==> config.mk <==
export PLATFORM = sky130hd
export DESIGN_NAME = altitude_hold_autopilot_core
export DESIGN_NICKNAME = d
export VERILOG_FILES = /design/src/rtl/ahap_pkg.sv /design/src/rtl/altitude_hold_autopilot_core.sv /design/src/rtl/ahap_mul.sv
export VERILOG_INCLUDE_DIRS = /design/src /design/src/rtl
export SDC_FILE = /design/constraint.sdc
export NUM_CORES = 1
export LEC_CHECK = 0
export CORE_MARGIN = 1.5
export CORE_UTILIZATION = 57
export CTS_BUF_LIST = sky130_fd_sc_hd__clkbuf_2 sky130_fd_sc_hd__clkbuf_4 sky130_fd_sc_hd__clkbuf_8
export DETAILED_ROUTE_END_ITERATION = 6
export DONT_BUFFER_PORTS = 1
export GPL_TIMING_DRIVEN = 0
export MAX_ROUTING_LAYER = met4
export PLACE_DENSITY_LB_ADDON = 0.25
export SYNTH_ARGS = -nofsm -noshare
export SYNTH_HDL_FRONTEND = slang
export SYNTH_SLANG_ARGS = --single-unit
==> constraint.sdc <==
create_clock -name clk -period 11.6 [get_ports clk]
set_input_delay 1.16 -clock clk [delete_from_list [all_inputs] [get_ports clk]]
set_output_delay 1.16 -clock clk [all_outputs]
set_load 0.01 [all_outputs]
==> src/rtl/assert_macros.svh <==
// assertion helpers, clocked on clk and quiet while arst_n is low
`ifndef ASSERT_MACROS_SVH
`define ASSERT_MACROS_SVH

`ifndef NO_ASSERTIONS

`define ASSERT_ALWAYS(lbl, prop) \
	lbl: assert property (@(posedge clk) disable iff (!arst_n) (prop)) \
	else $error("%m: check failed");

`define ASSERT_IMPLY(lbl, ante, cons) \
	lbl: assert property (@(posedge clk) disable iff (!arst_n) (ante) |-> (cons)) \
	else $error("%m: check failed");

`else

`define ASSERT_ALWAYS(lbl, prop)

`define ASSERT_IMPLY(lbl, ante, cons)

`endif

`endif

==> src/rtl/ahap_pkg.sv <==
package ahap_pkg;

	// field widths
	localparam int ALT_W      = 8;
	localparam int ACC_IN_W   = 9;
	localparam int LVL_W      = 8;
	localparam int TGT_W      = 10;
	localparam int GAIN_W     = 8;
	localparam int SCALE_W    = 5;
	localparam int KS_W       = 7;
	localparam int WING_W     = 9;
	localparam int DEV_W      = 8;
	localparam int ERR_W      = 12;
	localparam int RATE_W     = 10;
	localparam int CFG_IDX_W  = 3;
	localparam int CFG_DATA_W = 10;
	localparam int TDATA_W    = 32;

	// register indexes
	localparam logic [CFG_IDX_W-1:0] REG_TARGET = 3'd0;
	localparam logic [CFG_IDX_W-1:0] REG_MODE   = 3'd1;
	localparam logic [CFG_IDX_W-1:0] REG_PGAIN  = 3'd2;
	localparam logic [CFG_IDX_W-1:0] REG_VGAIN  = 3'd3;
	localparam logic [CFG_IDX_W-1:0] REG_IGAIN  = 3'd4;
	localparam logic [CFG_IDX_W-1:0] REG_SCALE  = 3'd5;
	localparam logic [CFG_IDX_W-1:0] REG_MRESET = 3'd6;

	typedef enum logic [1:0] {
		MODE_STD,
		MODE_CUSTOM,
		MODE_ALT,
		MODE_MANUAL
	} mode_t;

	// fixed gain sets
	localparam logic [GAIN_W-1:0] GAIN_P_STD = 8'h66;
	localparam logic [GAIN_W-1:0] GAIN_V_STD = 8'h4c;
	localparam logic [GAIN_W-1:0] GAIN_I_STD = 8'h33;
	localparam logic [KS_W-1:0]   GAIN_S_STD = 7'h50;
	localparam logic [GAIN_W-1:0] GAIN_M_STD = 8'h66;
	localparam logic [GAIN_W-1:0] GAIN_P_ALT = 8'h33;

	localparam logic [LVL_W-1:0] LOCK_LEVEL = 8'd127;
	localparam int DEV_MAX  = 127;
	localparam int DEV_MIN  = -128;
	localparam int WING_MAX = 255;
	localparam int WING_MIN = -255;
	localparam int INTEG_SHIFT = 8;

	// order of the gain terms fed through the multiplier
	localparam logic [1:0] TERM_P = 2'd0;
	localparam logic [1:0] TERM_V = 2'd1;
	localparam logic [1:0] TERM_I = 2'd2;

	typedef enum logic [2:0] {
		ST_IDLE,
		ST_WSUM,
		ST_WDRAIN,
		ST_TERMS,
		ST_TDRAIN,
		ST_SHIFT,
		ST_LIMIT,
		ST_OUT
	} state_t;

endpackage

==> src/rtl/altitude_hold_autopilot_core.sv <==
// channel  | dir | handshake                     | payload
// s_       | in  | s_tvalid / s_tready           | s_tdata: altitude, accel, valid level
// m_       | out | m_tvalid / m_tready           | m_tdata: wing, locked, deviation, avg
//          |     |                               | m_tuser: wing updated
// cfg_     | in  | cfg_valid / cfg_ready (high)  | cfg_index, cfg_data
//
// a tick that does not update the wing goes from idle straight to the output state
// an updating tick walks the accelerometer history and then the three gain terms
// through the one shared multiplier, each followed by a drain, then shifts and limits
// s_tready is high only while idle; a result waits in place until m_tready
// asynchronous reset clears both histories, the tick phase and the held wing
module altitude_hold_autopilot_core #(
	parameter int HISTORY_DEPTH = 16,
	parameter int ACCEL_DEPTH   = 16,
	parameter int UPDATE_PERIOD = 4
) (
	input  logic                                 clk,
	input  logic                                 arst_n,
	input  logic                                 s_tvalid,
	output logic                                 s_tready,
	// altitude_sample [7:0], accel_sample [16:8], valid_level [24:17]
	input  logic [ahap_pkg::TDATA_W-1:0]         s_tdata,
	output logic                                 m_tvalid,
	input  logic                                 m_tready,
	// wing_command [8:0], altitude_locked [9], deviation [17:10], smoothed_altitude [25:18]
	output logic [ahap_pkg::TDATA_W-1:0]         m_tdata,
	// wing_updated [0]
	output logic [0:0]                           m_tuser,
	input  logic                                 cfg_valid,
	output logic                                 cfg_ready,
	input  logic [ahap_pkg::CFG_IDX_W-1:0]       cfg_index,
	input  logic [ahap_pkg::CFG_DATA_W-1:0]      cfg_data
);

	localparam int AIDX_W  = $clog2(ACCEL_DEPTH);
	localparam int WGT_SUM = ACCEL_DEPTH * (ACCEL_DEPTH + 1) / 2;
	localparam int WSUM_W  = ahap_pkg::ACC_IN_W + 1 + $clog2(WGT_SUM);
	localparam int INTEG_W = WSUM_W - ahap_pkg::INTEG_SHIFT;
	localparam int MB_W    = (INTEG_W > ahap_pkg::ERR_W) ? INTEG_W : ahap_pkg::ERR_W;
	localparam int PROD_W  = ahap_pkg::GAIN_W + 1 + MB_W;
	localparam int ACC_W   = PROD_W + 2;
	localparam int PH_W    = (UPDATE_PERIOD > 1) ? $clog2(UPDATE_PERIOD) : 1;

	localparam logic [AIDX_W-1:0] AIDX_LAST = AIDX_W'(ACCEL_DEPTH - 1);
	localparam logic [PH_W-1:0]   PH_LAST   = PH_W'(UPDATE_PERIOD - 1);
	localparam logic signed [ACC_W:0] LIM_HI = (ACC_W+1)'(ahap_pkg::WING_MAX);
	localparam logic signed [ACC_W:0] LIM_LO = (ACC_W+1)'(ahap_pkg::WING_MIN);
	localparam logic signed [ahap_pkg::ERR_W-1:0] DEV_HI = ahap_pkg::ERR_W'(ahap_pkg::DEV_MAX);
	localparam logic signed [ahap_pkg::ERR_W-1:0] DEV_LO = ahap_pkg::ERR_W'(ahap_pkg::DEV_MIN);

	// configuration
	logic [ahap_pkg::TGT_W-1:0]   target_q;
	ahap_pkg::mode_t              mode_q;
	logic [ahap_pkg::GAIN_W-1:0]  pgain_q;
	logic [ahap_pkg::GAIN_W-1:0]  vgain_q;
	logic [ahap_pkg::GAIN_W-1:0]  igain_q;
	logic [ahap_pkg::SCALE_W-1:0] scale_q;
	logic [ahap_pkg::GAIN_W-1:0]  mreset_q;

	// state
	logic [ahap_pkg::ALT_W-1:0]           alt_hist_q [HISTORY_DEPTH];
	logic signed [ahap_pkg::ACC_IN_W-1:0] accel_hist_q [ACCEL_DEPTH];
	logic [PH_W-1:0]                      phase_q;
	logic signed [ahap_pkg::WING_W-1:0]   held_q;
	ahap_pkg::state_t                     state_q, state_d;
	logic [AIDX_W-1:0]                    idx_q;

	// per tick payload
	logic signed [ahap_pkg::ERR_W-1:0]  err_q;
	logic signed [ahap_pkg::RATE_W-1:0] rate_q;
	logic signed [INTEG_W-1:0]          integ_q;
	logic signed [ACC_W-1:0]            acc_q;
	logic [ahap_pkg::ALT_W-1:0]         smooth_q;
	logic [ahap_pkg::DEV_W-1:0]         dev_q;
	logic                               locked_q;
	logic                               upd_q;

	// effective gains
	logic [ahap_pkg::GAIN_W-1:0] kp, kv, ki, mr;
	logic [ahap_pkg::KS_W-1:0]   ks;

	always_comb begin
		unique case (mode_q)
			ahap_pkg::MODE_STD: begin
				kp = ahap_pkg::GAIN_P_STD;
				kv = ahap_pkg::GAIN_V_STD;
				ki = ahap_pkg::GAIN_I_STD;
				ks = ahap_pkg::GAIN_S_STD;
				mr = ahap_pkg::GAIN_M_STD;
			end
			ahap_pkg::MODE_CUSTOM: begin
				kp = pgain_q;
				kv = vgain_q;
				ki = igain_q;
				ks = ahap_pkg::KS_W'(scale_q);
				mr = mreset_q;
			end
			ahap_pkg::MODE_ALT: begin
				kp = ahap_pkg::GAIN_P_ALT;
				kv = ahap_pkg::GAIN_V_STD;
				ki = ahap_pkg::GAIN_I_STD;
				ks = ahap_pkg::GAIN_S_STD;
				mr = ahap_pkg::GAIN_M_STD;
			end
			default: begin
				kp = '0;
				kv = '0;
				ki = '0;
				ks = '0;
				mr = mreset_q;
			end
		endcase
	end

	// input beat fields
	logic [ahap_pkg::ALT_W-1:0]           alt_in;
	logic signed [ahap_pkg::ACC_IN_W-1:0] accel_in;
	logic [ahap_pkg::LVL_W-1:0]           level_in;
	logic                                 accept;
	logic                                 is_update;

	assign alt_in    = s_tdata[7:0];
	assign accel_in  = s_tdata[16:8];
	assign level_in  = s_tdata[24:17];
	assign accept    = s_tvalid && s_tready;
	assign is_update = (phase_q == PH_LAST);

	// four sample average with the three newest stored averages
	logic [ahap_pkg::ALT_W+1:0]         avg_sum;
	logic [ahap_pkg::ALT_W-1:0]         avg;
	logic signed [ahap_pkg::ERR_W-1:0]  dev_raw;
	logic signed [ahap_pkg::ERR_W-1:0]  dev_clip;

	always_comb begin
		avg_sum = {2'b00, alt_in} + {2'b00, alt_hist_q[0]} + {2'b00, alt_hist_q[1]}
			+ {2'b00, alt_hist_q[2]};
		avg     = avg_sum[ahap_pkg::ALT_W+1:2];
		dev_raw = $signed({4'b0000, avg}) - $signed({2'b00, target_q});
		if (dev_raw > DEV_HI) begin
			dev_clip = DEV_HI;
		end else if (dev_raw < DEV_LO) begin
			dev_clip = DEV_LO;
		end else begin
			dev_clip = dev_raw;
		end
	end

	// shared multiplier
	logic                        mul_issue;
	logic [ahap_pkg::GAIN_W-1:0] mul_a;
	logic signed [MB_W-1:0]      mul_b;
	logic signed [PROD_W-1:0]    prod;
	logic                        prod_valid;
	logic [ahap_pkg::GAIN_W-1:0] weight;

	assign weight = ahap_pkg::GAIN_W'(ACCEL_DEPTH) - ahap_pkg::GAIN_W'(idx_q);

	ahap_mul #(
		.A_W(ahap_pkg::GAIN_W),
		.B_W(MB_W)
	) u_mul (
		.clk       (clk),
		.arst_n    (arst_n),
		.issue     (mul_issue),
		.a         (mul_a),
		.b         (mul_b),
		.prod      (prod),
		.prod_valid(prod_valid)
	);

	// sequencer
	always_ff @(posedge clk or negedge arst_n) begin
		if (!arst_n) begin
			state_q <= ahap_pkg::ST_IDLE;
		end else begin
			state_q <= state_d;
		end
	end

	always_comb begin
		state_d   = state_q;
		mul_issue = 1'b0;
		mul_a     = '0;
		mul_b     = '0;
		unique case (state_q)
			ahap_pkg::ST_IDLE: begin
				if (s_tvalid) begin
					state_d = is_update ? ahap_pkg::ST_WSUM : ahap_pkg::ST_OUT;
				end
			end
			ahap_pkg::ST_WSUM: begin
				mul_issue = 1'b1;
				mul_a     = weight;
				mul_b     = MB_W'(accel_hist_q[idx_q]);
				if (idx_q == AIDX_LAST) begin
					state_d = ahap_pkg::ST_WDRAIN;
				end
			end
			ahap_pkg::ST_WDRAIN: begin
				state_d = ahap_pkg::ST_TERMS;
			end
			ahap_pkg::ST_TERMS: begin
				mul_issue = 1'b1;
				case (idx_q[1:0])
					ahap_pkg::TERM_P: begin
						mul_a = kp;
						mul_b = MB_W'(err_q);
					end
					ahap_pkg::TERM_V: begin
						mul_a = kv;
						mul_b = MB_W'(rate_q);
					end
					default: begin
						mul_a = ki;
						mul_b = MB_W'(integ_q);
					end
				endcase
				if (idx_q[1:0] == ahap_pkg::TERM_I) begin
					state_d = ahap_pkg::ST_TDRAIN;
				end
			end
			ahap_pkg::ST_TDRAIN: begin
				state_d = ahap_pkg::ST_SHIFT;
			end
			ahap_pkg::ST_SHIFT: begin
				state_d = ahap_pkg::ST_LIMIT;
			end
			ahap_pkg::ST_LIMIT: begin
				state_d = ahap_pkg::ST_OUT;
			end
			ahap_pkg::ST_OUT: begin
				if (m_tready) begin
					state_d = ahap_pkg::ST_IDLE;
				end
			end
			default: begin
				state_d = ahap_pkg::ST_IDLE;
			end
		endcase
	end

	// configuration writes
	assign cfg_ready = 1'b1;

	always_ff @(posedge clk or negedge arst_n) begin
		if (!arst_n) begin
			target_q <= '0;
			mode_q   <= ahap_pkg::MODE_STD;
			pgain_q  <= '0;
			vgain_q  <= '0;
			igain_q  <= '0;
			scale_q  <= ahap_pkg::SCALE_W'(1);
			mreset_q <= '0;
		end else if (cfg_valid && cfg_ready) begin
			unique case (cfg_index)
				ahap_pkg::REG_TARGET: target_q <= cfg_data[ahap_pkg::TGT_W-1:0];
				ahap_pkg::REG_MODE:   mode_q   <= ahap_pkg::mode_t'(cfg_data[1:0]);
				ahap_pkg::REG_PGAIN:  pgain_q  <= cfg_data[ahap_pkg::GAIN_W-1:0];
				ahap_pkg::REG_VGAIN:  vgain_q  <= cfg_data[ahap_pkg::GAIN_W-1:0];
				ahap_pkg::REG_IGAIN:  igain_q  <= cfg_data[ahap_pkg::GAIN_W-1:0];
				ahap_pkg::REG_SCALE:  scale_q  <= cfg_data[ahap_pkg::SCALE_W-1:0];
				ahap_pkg::REG_MRESET: mreset_q <= cfg_data[ahap_pkg::GAIN_W-1:0];
				default: ;
			endcase
		end
	end

	// histories, phase, step counter and held wing
	logic signed [ACC_W-1:0] prod_ext;
	logic signed [ACC_W-1:0] wsum_fin;
	logic signed [ACC_W-1:0] wsum_sh;
	logic signed [ACC_W:0]   lim_diff;
	logic signed [ACC_W:0]   lim_clip;

	always_comb begin
		prod_ext = ACC_W'(prod);
		wsum_fin = acc_q + prod_ext;
		wsum_sh  = wsum_fin >>> ahap_pkg::INTEG_SHIFT;
		lim_diff = (ACC_W+1)'(acc_q)
			- $signed({{(ACC_W+1-ahap_pkg::GAIN_W){1'b0}}, mr});
		if (lim_diff > LIM_HI) begin
			lim_clip = LIM_HI;
		end else if (lim_diff < LIM_LO) begin
			lim_clip = LIM_LO;
		end else begin
			lim_clip = lim_diff;
		end
	end

	always_ff @(posedge clk or negedge arst_n) begin
		if (!arst_n) begin
			for (int i = 0; i < HISTORY_DEPTH; i++) begin
				alt_hist_q[i] <= '0;
			end
			for (int i = 0; i < ACCEL_DEPTH; i++) begin
				accel_hist_q[i] <= '0;
			end
			phase_q <= '0;
			held_q  <= '0;
			idx_q   <= '0;
		end else begin
			if (accept) begin
				for (int i = 1; i < HISTORY_DEPTH; i++) begin
					alt_hist_q[i] <= alt_hist_q[i-1];
				end
				alt_hist_q[0] <= avg;
				for (int i = 1; i < ACCEL_DEPTH; i++) begin
					accel_hist_q[i] <= accel_hist_q[i-1];
				end
				accel_hist_q[0] <= accel_in;
				phase_q <= is_update ? '0 : phase_q + PH_W'(1);
				idx_q   <= '0;
			end
			if (state_q == ahap_pkg::ST_WSUM) begin
				idx_q <= (idx_q == AIDX_LAST) ? '0 : idx_q + AIDX_W'(1);
			end
			if (state_q == ahap_pkg::ST_TERMS) begin
				idx_q <= idx_q + AIDX_W'(1);
			end
			if (state_q == ahap_pkg::ST_LIMIT) begin
				held_q <= lim_clip[ahap_pkg::WING_W-1:0];
			end
		end
	end

	// per tick datapath
	always_ff @(posedge clk) begin
		if (accept) begin
			smooth_q <= avg;
			err_q    <= $signed({2'b00, target_q}) - $signed({4'b0000, avg});
			// rate uses the entry that becomes the oldest after the push
			rate_q   <= $signed({2'b00, alt_hist_q[HISTORY_DEPTH-2]}) - $signed({2'b00, avg});
			// offset by half range flips the sign bit
			dev_q    <= {~dev_clip[ahap_pkg::DEV_W-1], dev_clip[ahap_pkg::DEV_W-2:0]};
			locked_q <= (level_in > ahap_pkg::LOCK_LEVEL);
			upd_q    <= is_update;
			acc_q    <= '0;
		end else if (state_q == ahap_pkg::ST_WDRAIN) begin
			integ_q <= wsum_sh[INTEG_W-1:0];
			acc_q   <= '0;
		end else if (state_q == ahap_pkg::ST_SHIFT) begin
			// shift counts past the width give sign fill
			acc_q <= acc_q >>> ks;
		end else if (prod_valid) begin
			acc_q <= wsum_fin;
		end
	end

	assign s_tready = (state_q == ahap_pkg::ST_IDLE);
	assign m_tvalid = (state_q == ahap_pkg::ST_OUT);
	assign m_tdata  = {6'b000000, smooth_q, dev_q, locked_q, held_q};
	assign m_tuser  = upd_q;

	`include "assert_macros.svh"

	`ASSERT_ALWAYS(a_no_overlap, !(s_tready && m_tvalid))
	`ASSERT_IMPLY(a_mul_drained, state_q == ahap_pkg::ST_SHIFT, !prod_valid)
	`ASSERT_IMPLY(a_update_phase, m_tvalid && m_tuser[0], phase_q == '0)
	`ASSERT_IMPLY(a_wing_range, m_tvalid, held_q >= ahap_pkg::WING_W'(ahap_pkg::WING_MIN))

endmodule

==> src/rtl/ahap_mul.sv <==
module ahap_mul #(
	parameter int A_W = 8,
	parameter int B_W = 12
) (
	input  logic                     clk,
	input  logic                     arst_n,
	input  logic                     issue,
	input  logic [A_W-1:0]           a,
	input  logic signed [B_W-1:0]    b,
	output logic signed [A_W+B_W:0]  prod,
	output logic                     prod_valid
);

	logic signed [A_W+B_W:0] prod_q;
	logic                    valid_q;

	always_ff @(posedge clk or negedge arst_n) begin
		if (!arst_n) begin
			valid_q <= 1'b0;
		end else begin
			valid_q <= issue;
		end
	end

	// unsigned gain times signed operand
	always_ff @(posedge clk) begin
		if (issue) begin
			prod_q <= $signed({1'b0, a}) * b;
		end
	end

	assign prod       = prod_q;
	assign prod_valid = valid_q;

endmodule

=== Yosys cells after proc, flatten, opt, wreduce, memory -nomap -nowiden ===
Index checks and enable logic that the tools add are counted.

* Register bits after elaboration: 426
* Input bits: 50
* Output and inout bits: 36
* Word-level logic and storage cells: 147

* Add/subtract/negate cells: 11
* $mul: 1
* Magnitude comparators: 6
* Equality and inequality tests: 23
* Shift-type cells: 1
* Mux-type cells: 30
* Bitwise gates (word level): 3
* Reductions and logical operators: 19

{| class="wikitable"
|+ Operator list
! operator !! count
|-
| 8-bit one-hot mux with 2 select lines || 4
|-
| 12-bit one-hot mux with 2 select lines || 2
|-
| 23-bit 2-to-1 mux || 2
|-
| 9-bit binary-select mux with 4-bit select || 1
|-
| 9-bit 2-to-1 mux || 4
|-
| 24-bit by 9-bit > comparator with 1-bit output (second input constant) || 1
|-
| 24-bit by 9-bit less-than comparator with 1-bit output (second input constant) || 1
|-
| 8-bit 2-to-1 mux || 3
|-
| 3-bit one-hot mux with 8 select lines || 1
|-
| 8-bit one-hot mux with 3 select lines || 1
|-
| 23-bit by 9-bit subtractor with 24-bit output || 1
|-
| 23-bit by 21-bit adder with 23-bit output || 1
|-
| 23-bit by 7-bit >>> shifter with 23-bit output || 1
|-
| 3-bit equality test (second input constant) || 7
|-
| 9-bit by 12-bit multiplier with 21-bit output || 1
|-
| 4-bit 2-to-1 mux || 4
|-
| 2-bit AND reduction || 8
|-
| 3-bit 2-to-1 mux || 5
|-
| 7-bit one-hot mux with 2 select lines || 1
|-
| 3-bit by 2-bit equality test with 1-bit output (second input constant) || 4
|-
| 11-bit by 8-bit > comparator with 1-bit output (second input constant) || 1
|-
| 11-bit by 8-bit less-than comparator with 1-bit output (second input constant) || 1
|-
| 10-bit by 8-bit subtractor with 11-bit output || 1
|-
| 8-bit by 10-bit subtractor with 11-bit output || 1
|-
| other kinds (26) || 37
|}

=== Longest topological paths before layout ===
* Word-level depth: 8
* Gate-level depth with buffers: 30
* Gate-level depth less buffers: 25

=== Hierarchy ===
A second synthesis with hierarchy kept.

* Cell total of the unflattened synthesis: 2,834
* Area total of the unflattened synthesis: 25,854.8 um^2

{| class="wikitable"
|+ By module, submodules not included
! module !! times used !! cells each !! area each (um^2) !! seq. area each (um^2)
|-
| altitude_hold_autopilot_core || 1 || 2,384 || 21,581.9 || 10,186.0
|-
| ahap_mul || 1 || 450 || 4,272.8 || 655.6
|}

=== Worst setup path after synthesis ===
OpenSTA, ideal clock, no wires.

* Path type: register to register
* Start point: reg idx_q[0]
* End point: reg u_mul.prod_q[20] (netlist: u_mul.prod[20]) (data pin)
* Setup time: 0.260 ns
* Arrival time: 6.843 ns
* Data required time: 11.340 ns
* Slack: 4.497 ns
* Cell stages (with the launch flop): 29
* Path buffers: 5
* Period minus slack after synthesis: 7.103 ns
* Cells stage by stage: dfrtp_1 > clkbuf_1 > buf_2 > buf_1 > inv_1 > ha_1 > clkbuf_1 > nor3_1 > a222oi_1 > o21ai_0 > a22o_1 > clkbuf_1 > nand2_1 > fa_1 > fa_1 > inv_1 > fa_1 > inv_1 > fa_1 > inv_1 > ha_1 > and2_1 > o21ai_0 > o31ai_1 > o41a_1 > nand4_1 > nand4b_1 > a21oi_1 > xnor2_1

* Word-level cells in the longest chain between the ends: 6
* Elaborated cells between the ends (all ways): 12
* Those cells by class: 1 x add/sub; 1 x mul; 1 x eq/ne; 7 x mux; 1 x bitwise; 1 x reduce/logical

{| class="wikitable"
|+ RTL lines
! element !! line !! RTL
|-
| start: declaration || altitude_hold_autopilot_core.sv:66 || <nowiki>logic [AIDX_W-1:0] idx_q;</nowiki>
|-
| start signal: assignment || altitude_hold_autopilot_core.sv:315 || <nowiki>idx_q <= (idx_q == AIDX_LAST) ? '0 : idx_q + AIDX_W'(1);</nowiki>
|-
| start signal: assignment || altitude_hold_autopilot_core.sv:318 || <nowiki>idx_q <= idx_q + AIDX_W'(1);</nowiki>
|-
| 4-bit inverter with 5-bit output (not written as such) || altitude_hold_autopilot_core.sv:194 || <nowiki>mul_b = MB_W'(accel_hist_q[idx_q]);</nowiki>
|-
| 9-bit binary-select mux with 4-bit select || altitude_hold_autopilot_core.sv:194 ||
|-
| 9-bit 2-to-1 mux (not written as such) (2 in series) || altitude_hold_autopilot_core.sv:194 ||
|-
| 12-bit one-hot mux with 2 select lines || altitude_hold_autopilot_core.sv:185 || <nowiki>unique case (state_q)</nowiki>
|-
| 9-bit by 12-bit multiplier with 21-bit output (*) || ahap_mul.sv:28 || <nowiki>prod_q <= $signed({1'b0, a}) * b;</nowiki>
|-
| end signal: assignment || ahap_mul.sv:28 ||
|-
| end: declaration || ahap_mul.sv:14 || <nowiki>logic signed [A_W+B_W:0] prod_q;</nowiki>
|}

Every way passes the cells marked *; elsewhere a longest branch is shown, timed or not. The select of a mux whose other input is x is not followed.
A chain may end at the register's enable or synchronous reset.

=== Worst setup path after layout ===
Ends and elaborated chain as after synthesis.

==> run metrics <==
die area=46100 µm²; diode count=0; reg2reg end=u_mul.prod[20]; Iteration-0 DRC Markers=1438; first-pass iteration count of the detailed router=5; Worst EP required=11.97 ns; endpoint class of the critical path=flip-flop; Die H=215 µm; H-tree Lvls=3; relative slew slack=13.5%; setup ws final=2.62 ns; TNS Setup=0 ns; CTS resizes=0; post-DP HPWL=48.4 mm; initial antenna violation count=0; critical path arrival=9.36 ns; slew at the pin closest to its max-slew limit=1.30 ns; reg2reg path depth=28; Root Driver=clkbuf_8; Startpoint Class=flip-flop; CTS Hold Bufs=0; Worst-path clk slew=0.06 ns; Worst Clk Skew=0.0439 ns; port bufs=0; RSZ-0062 raised after global routing=false; final setup fails=0; via/cell ratio=5.65; FMAX=111 MHz; Post-synth top flop=dfrtp_1; CTS sink cnt=424; Max stage delay on crit path=0.81 ns; Final GP Congestion=0.966; DR vias=19800; I/O Pins=86; Post-synth EDFFs=69; TritonCTS buffer count=74; Cells after Synth=2783; first-pass GRT wire length=105 mm; largest net degree at the start of global routing=333; status=completed; Worst Setup EP=u_mul.prod[20]; All-Layer GR Usage=29.6%; Nets=3118; hold crit path type=in2async; register area share after synthesis=42.4%; FP Rows=77; vias in the first global route=20000; Finished Layout Cells=3508; share of flip-flops with an asynchronous set or reset=78.3%; Initial Utilization=57.8%; WS Path Type=reg2reg; main area contributors after synthesis=dfrtp_1 32%, nand2_1 12%, edfxtp_1 8.1%, fa_1 7.4%, ha_1 5.3%; core area=44200 µm²; final hold violation count=0; share of post-route cells with drive strength above 1=8.23%; Clock Path Buffers=3; Die X-Extent=215 µm; drt drc=0; total gr overflow=0; final wirelength=64.8 mm; routed len/inst=18.5 µm; synth unique cells=83; layout overhead on the synthesized area=9.13%; Final period util=77.5%; post-synth top area share=32.4%; dpl cells=3381; post-CTS setup buffers=0; Skew-Pair Late Insertion Delay=0.67 ns; Critical R2R Launch=idx_q[0]; #FFs+latches synth=424; number of max-cap violations=0; Crit-path slowest cell=buf_1; Pins Over Slew Limit=0; pre-CTS WS=2.66 ns; FILL cells=3657; syn_area_per_cell=9.18 µm²; Reg2Reg Setup Slack=2.62 ns; post-route ant nets=0; Cell Area, Synth=25600 µm²; yosys warns=0; Crit. Startpoint=idx_q[0]; worst-path fanout max=10; CTS tree=done; Min Clock Period, post-route=8.98 ns; Yosys top cell by area=dfrtp_1
[synthesized netlist by cell type, types with 23 or more instances]
master / instances
mux2i_1: 64
a21oi_1: 115
edfxtp_1: 69
inv_1: 230
dfxtp_1: 23
nor3_1: 31
o21ai_0: 109
fa_1: 95
ha_1: 108
xor2_1: 24
clkbuf_1: 125
mux4_2: 39
dfrtp_1: 331
nor2_1: 134
mux2_2: 44
xnor2_1: 42
nand2_1: 840
a21o_1: 35
[critical path, delay by kind of cell, from the launching register on]
kind / cells / cell delay, ns
compound gates: 7 / 1.53
xor+xnor: 1 / 0.10
buf+inv: 9 / 2.57
simple gates: 5 / 1.15
flops: 1 / 0.39
fa+ha+maj: 6 / 2.91
[routing by layer]
| metal | GRT usage (%) | up-vias | routed length (µm) |
|---|---|---|---|
| met4 | 10.8 | 0 | 2190 |
| met2 | 49.7 | 579 | 32400 |
| li1 | - | 9396 | - |
| met3 | 4.91 | 171 | 3820 |
| met1 | 36.1 | 9667 | 26400 |
| met5 | - | - | 0 |
[logic make-up after synthesis]
logic type	Yosys count	share of synthesized area (%)
adders and majority gates	203	12.7
and+or+nand+nor	1139	18.4
AOI/OAI and AO/OA	426	10.6
muxes	147	7.88
DFF	424	42.4
buffers and inverters	376	5.66
other	2	0.0294
xor gates and xnor gates	66	2.26
[cell usage in the layout (no fill, tap or decap), types with 23 or more instances in the layout]
cell type  instances
nor3_1            31
dfxtp_1           23
clkbuf_8          83
mux2i_1           64
inv_1            230
xnor2_1           42
nand2_1          840
ha_1             108
mux4_2            39
o21ai_0          109
mux2_2            44
xor2_1            24
a21o_1            35
dfrtp_1          331
edfxtp_1          69
fa_1              95
a21oi_1          115
clkbuf_1         124
nor2_1           134
[state kept, by name (all words and copies together) (netlist names)]
signal / cells
igain_q: 8
rate_q: 9
acc_q: 23
state_q: 3
integ_q: 10
held_q: 9
phase_q: 2
u_mul.prod_valid: 1
mreset_q: 8
idx_q: 4
err_q: 11
u_mul.prod: 21
alt_hist_q: 120
accel_hist_q: 144
dev_q: 8
smooth_q: 8
vgain_q: 8
pgain_q: 8
mode_q: 2
scale_q: 5
target_q: 10
locked_q: 1
m_tuser: 1
[worst min path at each step]
| stage | start | to | slack [ns] | depth (start not counted) |
|---|---|---|---|---|
| final | arst_n | alt_hist_q[80] | 0.20 | 0 |
| after global routing | arst_n | alt_hist_q[80] | 0.16 | 0 |
| after CTS | arst_n | alt_hist_q[112] | 0.14 | 0 |
| after detailed placement | alt_hist_q[25] | alt_hist_q[17] | 0.45 | 2 |
| after global placement | alt_hist_q[24] | alt_hist_q[16] | 0.45 | 2 |
| after floorplan | alt_hist_q[18] | alt_hist_q[10] | 0.44 | 2 |
[metrics by stage]
stage          hold slack (ns)  instance area (µm²)  util (%)
3_3_place_gp             0.449                26300      59.5
4_1_cts                  0.143                27900      63.1
2_1_floorplan            0.439                25600         -
3_5_place_dp             0.455                26300      59.6
5_1_grt                  0.155                27900      63.1
6_report                 0.204                27900      63.1
[area by class of cell]
type,count,area [µm²],share of cell area [%]
tap,592,741,2.66
multi-input combinational,1988,13300,47.6
sequential,424,10800,38.9
clock buffer,104,1300,4.66
inverter,231,867,3.11
buffer,145,582,2.09
timing repair buffer,1,20.0,0.0718
clock inverter,23,253,0.906
Power is not shown: default switching activity piles up to over one toggle a cycle in this logic, so the estimate is an artifact.
